### src/rtl/htid_pkg.sv
// Shared types and constants for the handheld timer and interrupt dispatch core.
// No dependencies; imported by every module of the block.
package htid_pkg;

    // field widths
    localparam int CYC_W   = 5;
    localparam int LINE_W  = 5;
    localparam int CNT_W   = 8;
    localparam int VEC_W   = 8;
    localparam int CFG_W   = 8;
    localparam int CFG_IDX_W = 2;
    localparam int DIV_TICK_W = 9;
    localparam int TMR_TICK_W = 11;

    // modeled request lines and the mask that keeps them
    localparam int IRQ_LINES = 5;
    localparam logic [LINE_W-1:0] LINE_MASK = LINE_W'((1 << IRQ_LINES) - 1);

    // timing constants
    localparam logic [CYC_W-1:0]      MAX_CYCLES  = 5'd16;
    localparam logic [DIV_TICK_W-1:0] DIV_PERIOD  = 9'd256;
    localparam logic [TMR_TICK_W-1:0] TMR_RESET   = 11'd1024;
    localparam logic [CNT_W-1:0]      CNT_MAX     = 8'd255;

    // interrupt constants
    localparam int TIMER_LINE = 2;
    localparam logic [VEC_W-1:0] VECTOR_BASE = 8'h40;
    localparam int VECTOR_STEP = 8;

    // master enable control codes
    localparam logic [1:0] IME_NONE   = 2'd0;
    localparam logic [1:0] IME_SET    = 2'd1;
    localparam logic [1:0] IME_CLEAR  = 2'd2;
    localparam logic [1:0] IME_UNUSED = 2'd3;

    // configuration register indexes
    localparam logic [CFG_IDX_W-1:0] CFG_RELOAD = 2'd0;
    localparam logic [CFG_IDX_W-1:0] CFG_TMR_ON = 2'd1;
    localparam logic [CFG_IDX_W-1:0] CFG_RATE   = 2'd2;
    localparam logic [CFG_IDX_W-1:0] CFG_IRQ_EN = 2'd3;

    // timer rate selector codes
    localparam logic [1:0] RATE_1024 = 2'd0;
    localparam logic [1:0] RATE_16   = 2'd1;
    localparam logic [1:0] RATE_64   = 2'd2;
    localparam logic [1:0] RATE_256  = 2'd3;

    // timer and divider state after one item
    typedef struct packed {
        logic [CNT_W-1:0] div_count;
        logic [CNT_W-1:0] timer_count;
        logic             timer_irq;
    } tmr_status_t;

    // interrupt state after one item
    typedef struct packed {
        logic [LINE_W-1:0] pending;
        logic              dispatch;
        logic [VEC_W-1:0]  vector;
        logic              master_enable;
    } irq_status_t;

    // timer period for a rate selector
    function automatic logic [TMR_TICK_W-1:0] rate_period(input logic [1:0] sel);
        logic [TMR_TICK_W-1:0] p;
        unique case (sel)
            RATE_1024: p = 11'd1024;
            RATE_16:   p = 11'd16;
            RATE_64:   p = 11'd64;
            RATE_256:  p = 11'd256;
            default:   p = 11'd1024;
        endcase
        return p;
    endfunction

endpackage

### src/rtl/handheld_timer_and_irq_dispatch_core.sv
// Top level of the handheld timer and interrupt dispatch core.
// Depends on htid_pkg, htid_timer and htid_irq.
//
// Usage:
//   One input item per executed instruction: cycles, ext_requests, ime_control.
//   An item is taken at a rising edge with in_valid high and in_stall low; a
//   result item is taken with out_valid high and out_stall low.
//   Each item yields exactly one result: divider and timer counts, pending
//   flags, dispatch, vector and master enable after that instruction.
//   An accepted item is first held in the input register; the state update
//   then loads its result into the result register, from which it is
//   offered on the result channel.
//   Throughput is one item per cycle when out_stall is low; the timer and
//   dispatch state loop closes through the tick subtract, compare and priority encode.
//   When the receiver stalls, the result holds in its register and the input
//   register still takes one more item; in_stall rises once both are full.
//   Reset clears both valid bits, all configuration registers, the pending
//   flags and master enable, and loads the tick counters with their periods.
//   Configuration writes take effect at the next edge; the user must make
//   them only while no item is in flight, which the block does not enforce.
module handheld_timer_and_irq_dispatch_core (
    input  logic                          clk,
    input  logic                          rst_n,
    // configuration
    input  logic                          cfg_we,
    input  logic [htid_pkg::CFG_IDX_W-1:0] cfg_index,
    input  logic [htid_pkg::CFG_W-1:0]    cfg_data,
    // input channel
    input  logic                          in_valid,
    output logic                          in_stall,
    input  logic [htid_pkg::CYC_W-1:0]    cycles,
    input  logic [htid_pkg::LINE_W-1:0]   ext_requests,
    input  logic [1:0]                    ime_control,
    // result channel
    output logic                          out_valid,
    input  logic                          out_stall,
    output logic [htid_pkg::CNT_W-1:0]    div_value,
    output logic [htid_pkg::CNT_W-1:0]    counter_value,
    output logic [htid_pkg::LINE_W-1:0]   pending_flags,
    output logic                          dispatch,
    output logic [htid_pkg::VEC_W-1:0]    vector,
    output logic                          master_enable
);
    import htid_pkg::*;

    // configuration registers
    logic [CNT_W-1:0]  reload_value_reg;
    logic              timer_on_reg;
    logic [1:0]        rate_select_reg;
    logic [LINE_W-1:0] irq_enable_mask_reg;

    // input register
    logic              in_valid_reg;
    logic [CYC_W-1:0]  cycles_reg;
    logic [LINE_W-1:0] ext_reg;
    logic [1:0]        ime_ctl_reg;

    // result register
    logic              out_valid_reg, out_valid_next;
    logic [CNT_W-1:0]  div_value_reg;
    logic [CNT_W-1:0]  counter_value_reg;
    logic [LINE_W-1:0] pending_reg;
    logic              dispatch_reg;
    logic [VEC_W-1:0]  vector_reg;
    logic              master_enable_reg;

    logic              advance;
    logic              in_take;
    tmr_status_t       tmr_st;
    irq_status_t       irq_st;

    // handshake control
    assign advance        = in_valid_reg && (!out_valid_reg || !out_stall);
    assign in_stall       = in_valid_reg && !advance;
    assign in_take        = in_valid && !in_stall;
    assign out_valid_next = advance || (out_valid_reg && out_stall);

    // configuration writes
    always_ff @(posedge clk or negedge rst_n)
    begin
        if (!rst_n)
        begin
            reload_value_reg    <= '0;
            timer_on_reg        <= 1'b0;
            rate_select_reg     <= RATE_1024;
            irq_enable_mask_reg <= '0;
        end
        else if (cfg_we)
        begin
            unique case (cfg_index)
                CFG_RELOAD: reload_value_reg    <= cfg_data;
                CFG_TMR_ON: timer_on_reg        <= cfg_data[0];
                CFG_RATE:   rate_select_reg     <= cfg_data[1:0];
                CFG_IRQ_EN: irq_enable_mask_reg <= cfg_data[LINE_W-1:0];
                default:    reload_value_reg    <= reload_value_reg;
            endcase
        end
    end

    // input register control
    always_ff @(posedge clk or negedge rst_n)
    begin
        if (!rst_n)
        begin
            in_valid_reg <= 1'b0;
        end
        else if (in_take)
        begin
            in_valid_reg <= 1'b1;
        end
        else if (advance)
        begin
            in_valid_reg <= 1'b0;
        end
    end

    // input register payload
    always_ff @(posedge clk)
    begin
        if (in_take)
        begin
            cycles_reg  <= cycles;
            ext_reg     <= ext_requests;
            ime_ctl_reg <= ime_control;
        end
    end

    // divider and timer
    htid_timer u_timer (
        .clk          (clk),
        .rst_n        (rst_n),
        .step_en      (advance),
        .cycles       (cycles_reg),
        .timer_on     (timer_on_reg),
        .rate_select  (rate_select_reg),
        .reload_value (reload_value_reg),
        .status       (tmr_st)
    );

    // interrupt flags and dispatch
    htid_irq u_irq (
        .clk             (clk),
        .rst_n           (rst_n),
        .step_en         (advance),
        .ext_requests    (ext_reg),
        .ime_control     (ime_ctl_reg),
        .timer_irq       (tmr_st.timer_irq),
        .irq_enable_mask (irq_enable_mask_reg),
        .status          (irq_st)
    );

    // result register control
    always_ff @(posedge clk or negedge rst_n)
    begin
        if (!rst_n)
        begin
            out_valid_reg <= 1'b0;
        end
        else
        begin
            out_valid_reg <= out_valid_next;
        end
    end

    // result register payload
    always_ff @(posedge clk)
    begin
        if (advance)
        begin
            div_value_reg     <= tmr_st.div_count;
            counter_value_reg <= tmr_st.timer_count;
            pending_reg       <= irq_st.pending;
            dispatch_reg      <= irq_st.dispatch;
            vector_reg        <= irq_st.vector;
            master_enable_reg <= irq_st.master_enable;
        end
    end

    assign out_valid     = out_valid_reg;
    assign div_value     = div_value_reg;
    assign counter_value = counter_value_reg;
    assign pending_flags = pending_reg;
    assign dispatch      = dispatch_reg;
    assign vector        = vector_reg;
    assign master_enable = master_enable_reg;

endmodule

### src/rtl/htid_timer.sv
// Divider and selectable-rate timer counter, advanced once per item.
// Depends on htid_pkg.
module htid_timer (
    input  logic                       clk,
    input  logic                       rst_n,
    input  logic                       step_en,
    input  logic [htid_pkg::CYC_W-1:0] cycles,
    input  logic                       timer_on,
    input  logic [1:0]                 rate_select,
    input  logic [htid_pkg::CNT_W-1:0] reload_value,
    output htid_pkg::tmr_status_t      status
);
    import htid_pkg::*;

    logic [DIV_TICK_W-1:0] div_ticks_reg, div_ticks_next;
    logic [TMR_TICK_W-1:0] tmr_ticks_reg, tmr_ticks_next;
    logic [CNT_W-1:0]      div_count_reg, div_count_next;
    logic [CNT_W-1:0]      tmr_count_reg, tmr_count_next;

    logic [CYC_W-1:0]      cyc_sat;
    logic [DIV_TICK_W:0]   div_diff;
    logic [TMR_TICK_W:0]   tmr_diff;
    logic                  div_expired;
    logic                  tmr_expired;
    logic                  ovf;

    // saturate cycles, then take them off both tick counters
    always_comb
    begin
        cyc_sat     = (cycles > MAX_CYCLES) ? MAX_CYCLES : cycles;
        div_diff    = {1'b0, div_ticks_reg} - (DIV_TICK_W+1)'(cyc_sat);
        tmr_diff    = {1'b0, tmr_ticks_reg} - (TMR_TICK_W+1)'(cyc_sat);
        div_expired = div_diff[DIV_TICK_W] || (div_diff == '0);
        tmr_expired = tmr_diff[TMR_TICK_W] || (tmr_diff == '0);
    end

    // divider
    always_comb
    begin
        if (div_expired)
        begin
            div_ticks_next = DIV_TICK_W'(div_diff + (DIV_TICK_W+1)'(DIV_PERIOD));
            div_count_next = div_count_reg + 8'd1;
        end
        else
        begin
            div_ticks_next = div_diff[DIV_TICK_W-1:0];
            div_count_next = div_count_reg;
        end
    end

    // timer counter with reload on wrap
    always_comb
    begin
        tmr_ticks_next = tmr_ticks_reg;
        tmr_count_next = tmr_count_reg;
        ovf            = 1'b0;
        if (timer_on)
        begin
            if (tmr_expired)
            begin
                tmr_ticks_next = TMR_TICK_W'(tmr_diff
                                 + (TMR_TICK_W+1)'(rate_period(rate_select)));
                if (tmr_count_reg == CNT_MAX)
                begin
                    tmr_count_next = reload_value;
                    ovf            = 1'b1;
                end
                else
                begin
                    tmr_count_next = tmr_count_reg + 8'd1;
                end
            end
            else
            begin
                tmr_ticks_next = tmr_diff[TMR_TICK_W-1:0];
            end
        end
    end

    // state registers
    always_ff @(posedge clk or negedge rst_n)
    begin
        if (!rst_n)
        begin
            div_ticks_reg <= DIV_PERIOD;
            tmr_ticks_reg <= TMR_RESET;
            div_count_reg <= '0;
            tmr_count_reg <= '0;
        end
        else if (step_en)
        begin
            div_ticks_reg <= div_ticks_next;
            tmr_ticks_reg <= tmr_ticks_next;
            div_count_reg <= div_count_next;
            tmr_count_reg <= tmr_count_next;
        end
    end

    assign status.div_count   = div_count_next;
    assign status.timer_count = tmr_count_next;
    assign status.timer_irq   = ovf;

endmodule

### src/rtl/htid_irq.sv
// Pending request flags, master enable and lowest-line-first dispatch.
// Depends on htid_pkg.
module htid_irq (
    input  logic                        clk,
    input  logic                        rst_n,
    input  logic                        step_en,
    input  logic [htid_pkg::LINE_W-1:0] ext_requests,
    input  logic [1:0]                  ime_control,
    input  logic                        timer_irq,
    input  logic [htid_pkg::LINE_W-1:0] irq_enable_mask,
    output htid_pkg::irq_status_t       status
);
    import htid_pkg::*;

    logic [LINE_W-1:0] flags_reg, flags_next;
    logic              ime_reg, ime_next;

    logic [LINE_W-1:0] flags_mid;
    logic [LINE_W-1:0] timer_bit;
    logic [LINE_W-1:0] ready;
    logic              ime_mid;
    logic              found;
    logic [VEC_W-1:0]  vec;

    // apply master enable change and merge new requests
    always_comb
    begin
        unique case (ime_control)
            IME_SET:    ime_mid = 1'b1;
            IME_CLEAR:  ime_mid = 1'b0;
            IME_NONE,
            IME_UNUSED: ime_mid = ime_reg;
            default:    ime_mid = ime_reg;
        endcase
        timer_bit = '0;
        timer_bit[TIMER_LINE] = timer_irq;
        flags_mid = (flags_reg | ext_requests | timer_bit) & LINE_MASK;
        ready     = ime_mid ? (flags_mid & irq_enable_mask & LINE_MASK) : '0;
    end

    // dispatch the lowest ready line
    always_comb
    begin
        found      = 1'b0;
        vec        = '0;
        flags_next = flags_mid;
        ime_next   = ime_mid;
        for (int i = 0; i < LINE_W; i++)
        begin
            if (!found && ready[i])
            begin
                found         = 1'b1;
                flags_next[i] = 1'b0;
                ime_next      = 1'b0;
                vec           = VECTOR_BASE + VEC_W'(VECTOR_STEP * i);
            end
        end
    end

    // state registers
    always_ff @(posedge clk or negedge rst_n)
    begin
        if (!rst_n)
        begin
            flags_reg <= '0;
            ime_reg   <= 1'b0;
        end
        else if (step_en)
        begin
            flags_reg <= flags_next;
            ime_reg   <= ime_next;
        end
    end

    assign status.pending       = flags_next;
    assign status.dispatch      = found;
    assign status.vector        = vec;
    assign status.master_enable = ime_next;

endmodule

### config.mk
export PLATFORM = sky130hd
export DESIGN_NAME = handheld_timer_and_irq_dispatch_core
export DESIGN_NICKNAME = d
export VERILOG_FILES = /design/src/rtl/htid_pkg.sv /design/src/rtl/handheld_timer_and_irq_dispatch_core.sv /design/src/rtl/htid_timer.sv /design/src/rtl/htid_irq.sv
export SDC_FILE = /design/constraint.sdc
export NUM_CORES = 1
export LEC_CHECK = 0
export BUFFER_PORTS_ARGS = -buffer_cell sky130_fd_sc_hd__buf_2
export CAP_MARGIN = 5
export CORE_MARGIN = 8
export CORE_UTILIZATION = 45
export DETAILED_ROUTE_END_ITERATION = 10
export PLACE_DENSITY = 0.63
export SYNTH_ARGS = -nofsm -noshare
export SYNTH_HDL_FRONTEND = slang
export SYNTH_SLANG_ARGS = --single-unit
### constraint.sdc
create_clock -name clk -period 4.6 [get_ports clk]
set_input_delay 0.46 -clock clk [delete_from_list [all_inputs] [get_ports clk]]
set_output_delay 0.46 -clock clk [all_outputs]
set_load 0.03 [all_outputs]
==> impl_metrics.yaml <==
logic_synthesis:
  async_flop_share_pct: 60.61
  synth_edf_count: 39
  seq_area_frac_synth_pct: 51.62
  synth_ff_type: "dfrtp_1"
  postSynthAreaPerCell_um2: 11.00
  synth_cells: 471
  ys_ff_latch: 99
  synthesis.area_um2: 5182
  ys.warnings.count: 0
  synth.distinct_cells: 63
placement:
  place_hpwl_um: 7780
  gp_congestion: 0.8138
  placed_cells: 656
  portBuffers: 55
global_routing:
  grt_use_met3_pct: 3.562
  grt_antenna_before_repair: 0
  grt_pass1_wl_um: 17620
  grt_pass1_vias: 3652
  grt_max_degree: 43
  busiest_layer: "met2"
  grt_usage_pct: 14.97
  overflow: 0
  grt_use_met2_pct: 23.42
  use_met1_pct: 19.00
power:
  power.leakage_nw: 2.442
  cellPowerDensity_nw_per_um2: 573.9
  ir_worst_vdd_mv: 0.2662
die:
  initial_core_util_pct: 45.78
  core_um2: 11320
  io-pin-count: 60
  die_x_um: 123.3
  die-area_um2: 15210
  fp-row-count: 39
  die_y_um: 123.3
setup_path:
  arrival_ns: 3.84
  rr_worst_depth: 11
  end_kind: "register"
  r2r_start: "cycles_reg[4]"
  crit_required_ns: 4.71
  startpoint_type: "register"
  critical_path_class: "register to register"
  worst-r2r-setup-slack_ns: 0.87
  r2r_end: "vector[5]"
  critPathMaxFanout: 18
timing:
  rsz0062_at_grt: "no"
  finalCritPeriodShare_pct: 81.16
  hold_viol_final: 0
  finalMaxSlewViolations: 0
  fin_skew_ns: 0.01525
  holdWs_ns: 0.06088
  tightest_slew_ns: 0.7134
  fin_crit_ns: 3.734
  max_freq_mhz: 267.8
  setup_viol: 0
  setup_tns_ns: 0
  timing.slew.headroom_pct: 52.44
run:
  drv_cap: 0
clock_network:
  cts_tree: "yes"
  htreeDepth: 3
  clk_pin_slew_ns: 0.07
  cts_buffer_depth: 2
  cts-resized-gates: 0
  cts_num_sinks: 99
  cts_hold_buf: 0
  cts_setup_buffers: 0
  root_buffer: "clkbuf_16"
  cts_made_buffers: 9
  insertion_delay_ns: 0.36
final_layout:
  stdcell_count: 672
  final_util_pct: 51.81
  largest_reg_flops: 11
  fill_cells: 1029
  antenna_cells: 0
  final_layout_size_suffix_gt1_share_pct: 20.79
  syn_to_final_growth_pct: 13.18
  finalNetCount: 571
route:
  final_antenna_net_count: 0
  drt-total-wl_um: 10600
  vias_per_cell: 5.488
  vias: 3688
  wl_per_cell_um: 15.78
  drc: 0
  first_iter_violations: 282
  first_pass_iters: 4
outcome:
  status: "complete, no violations"
worst_hold_path:
  hold_class: "primary input to asynchronous set/reset pin"
-- cells in the mapped netlist, types with 7 or more instances --
cell	instances	area, µm²
ha_1	18	225.2
xnor2_1	24	210.2
edfxtp_1	39	1171
nand3_1	16	80.08
nor2b_1	14	87.58
mux2_2	19	214.0
nand2_1	49	183.9
buf_2	7	35.03
dfrtp_1	58	1451
mux2i_1	9	90.09
nor2_1	15	56.30
a21oi_1	27	135.1
a31oi_1	17	106.4
o21ai_0	25	125.1
inv_1	19	71.32
clkbuf_1	7	26.28
-- worst max path at each step --
stage,cells after the start,start,slack (ns),endpoint
5_1_grt,11,cycles_reg[4],0.61,vector[5]
3_3_place_gp,11,cycles_reg[4],1.01,vector[5]
2_1_floorplan,15,cycles_reg[4],1.31,u_timer.tmr_ticks_reg[10]
3_5_place_dp,11,cycles_reg[4],0.83,vector[5]
4_1_cts,11,cycles_reg[4],0.83,vector[5]
6_report,11,cycles_reg[4],0.87,vector[5]
-- area by class of cell --
type | count | area [µm²] | area share [%]
clock buffers | 10 | 239.0 | 4.074
inverters | 20 | 75.07 | 1.280
repair buffers | 60 | 312.8 | 5.333
multi-input cells | 334 | 2330 | 39.72
clock inverters | 6 | 55.05 | 0.9386
flip-flops and latches | 99 | 2675 | 45.61
well taps | 143 | 178.9 | 3.050
-- kinds of logic after synthesis --
kind of cell    share of synthesized area [%]
fa+ha+maj                               5.118
buf+inv                                 3.646
other cells                           0.07236
simple gates                            14.00
mux                                     5.867
xor+xnor                                4.901
flops                                   51.62
compound gates                          14.78
-- layer usage --
metal  vias to the layer above  part of all wire, %
met5                         -                    0
met4                         0                  2.3
met3                        19                  5.2
met2                        84                   46
met1                      1775                   47
li1                       1810                    -
-- worst max-delay path, stage by stage, from the launching register on --
cell and delay (ns):
edfxtp_1 0.40, inv_1 0.17, nand2_1 0.13, ha_1 0.36, a21oi_2 0.15, o21ai_2 0.10
a211o_1 0.33, a2111oi_2 0.36, nand4bb_1 0.41, a21boi_4 0.60, a31oi_4 0.22, and4b_1 0.24
-- where the power goes --
part | total (W) | internal (W) | switching (W) | leakage (nW)
clock | 0.000749 | 0.000392 | 0.000357 | 0.139
sequential | 0.00133 | 0.00115 | 0.000182 | 1.11
combinational | 0.00129 | 0.000537 | 0.000749 | 1.19
total | 0.00337 | 0.00208 | 0.00129 | 2.44
-- metrics by stage --
| stage | instance area, µm² | power, W | setup WS (ns) |
|---|---|---|---|
| final | 5866 | 0.003366 | 0.8665 |
| after global routing | 5866 | 0.003611 | 0.6134 |
| after CTS | 5866 | 0.003389 | 0.8302 |
| after detailed placement | 5572 | 0.002630 | 0.8284 |
| after global placement | 5572 | 0.002586 | 1.010 |
| after floorplan | 5194 | 0.002325 | 1.312 |
-- cells in the final DEF, fill, tap and decap left out, drive strengths merged, types with 3 or more instances in the layout --
master   n
a41oi    5
o31ai    3
o21ai   26
edfxtp  39
dfrtp   58
nand4    5
nand3   16
xor2     5
nand2b   6
a21oi   29
buf     60
nor2b   14
nand3b   3
nor2    15
inv     22
conb     4
and3     6
a31oi   18
xnor2   24
mux2    19
clkbuf  10
or2      4
mux2i    9
nand2   49
a21boi   5
a21o     5
ha      18
nor3     7
and2     6
a22oi    4
Power figures use the tool's default switching activity.
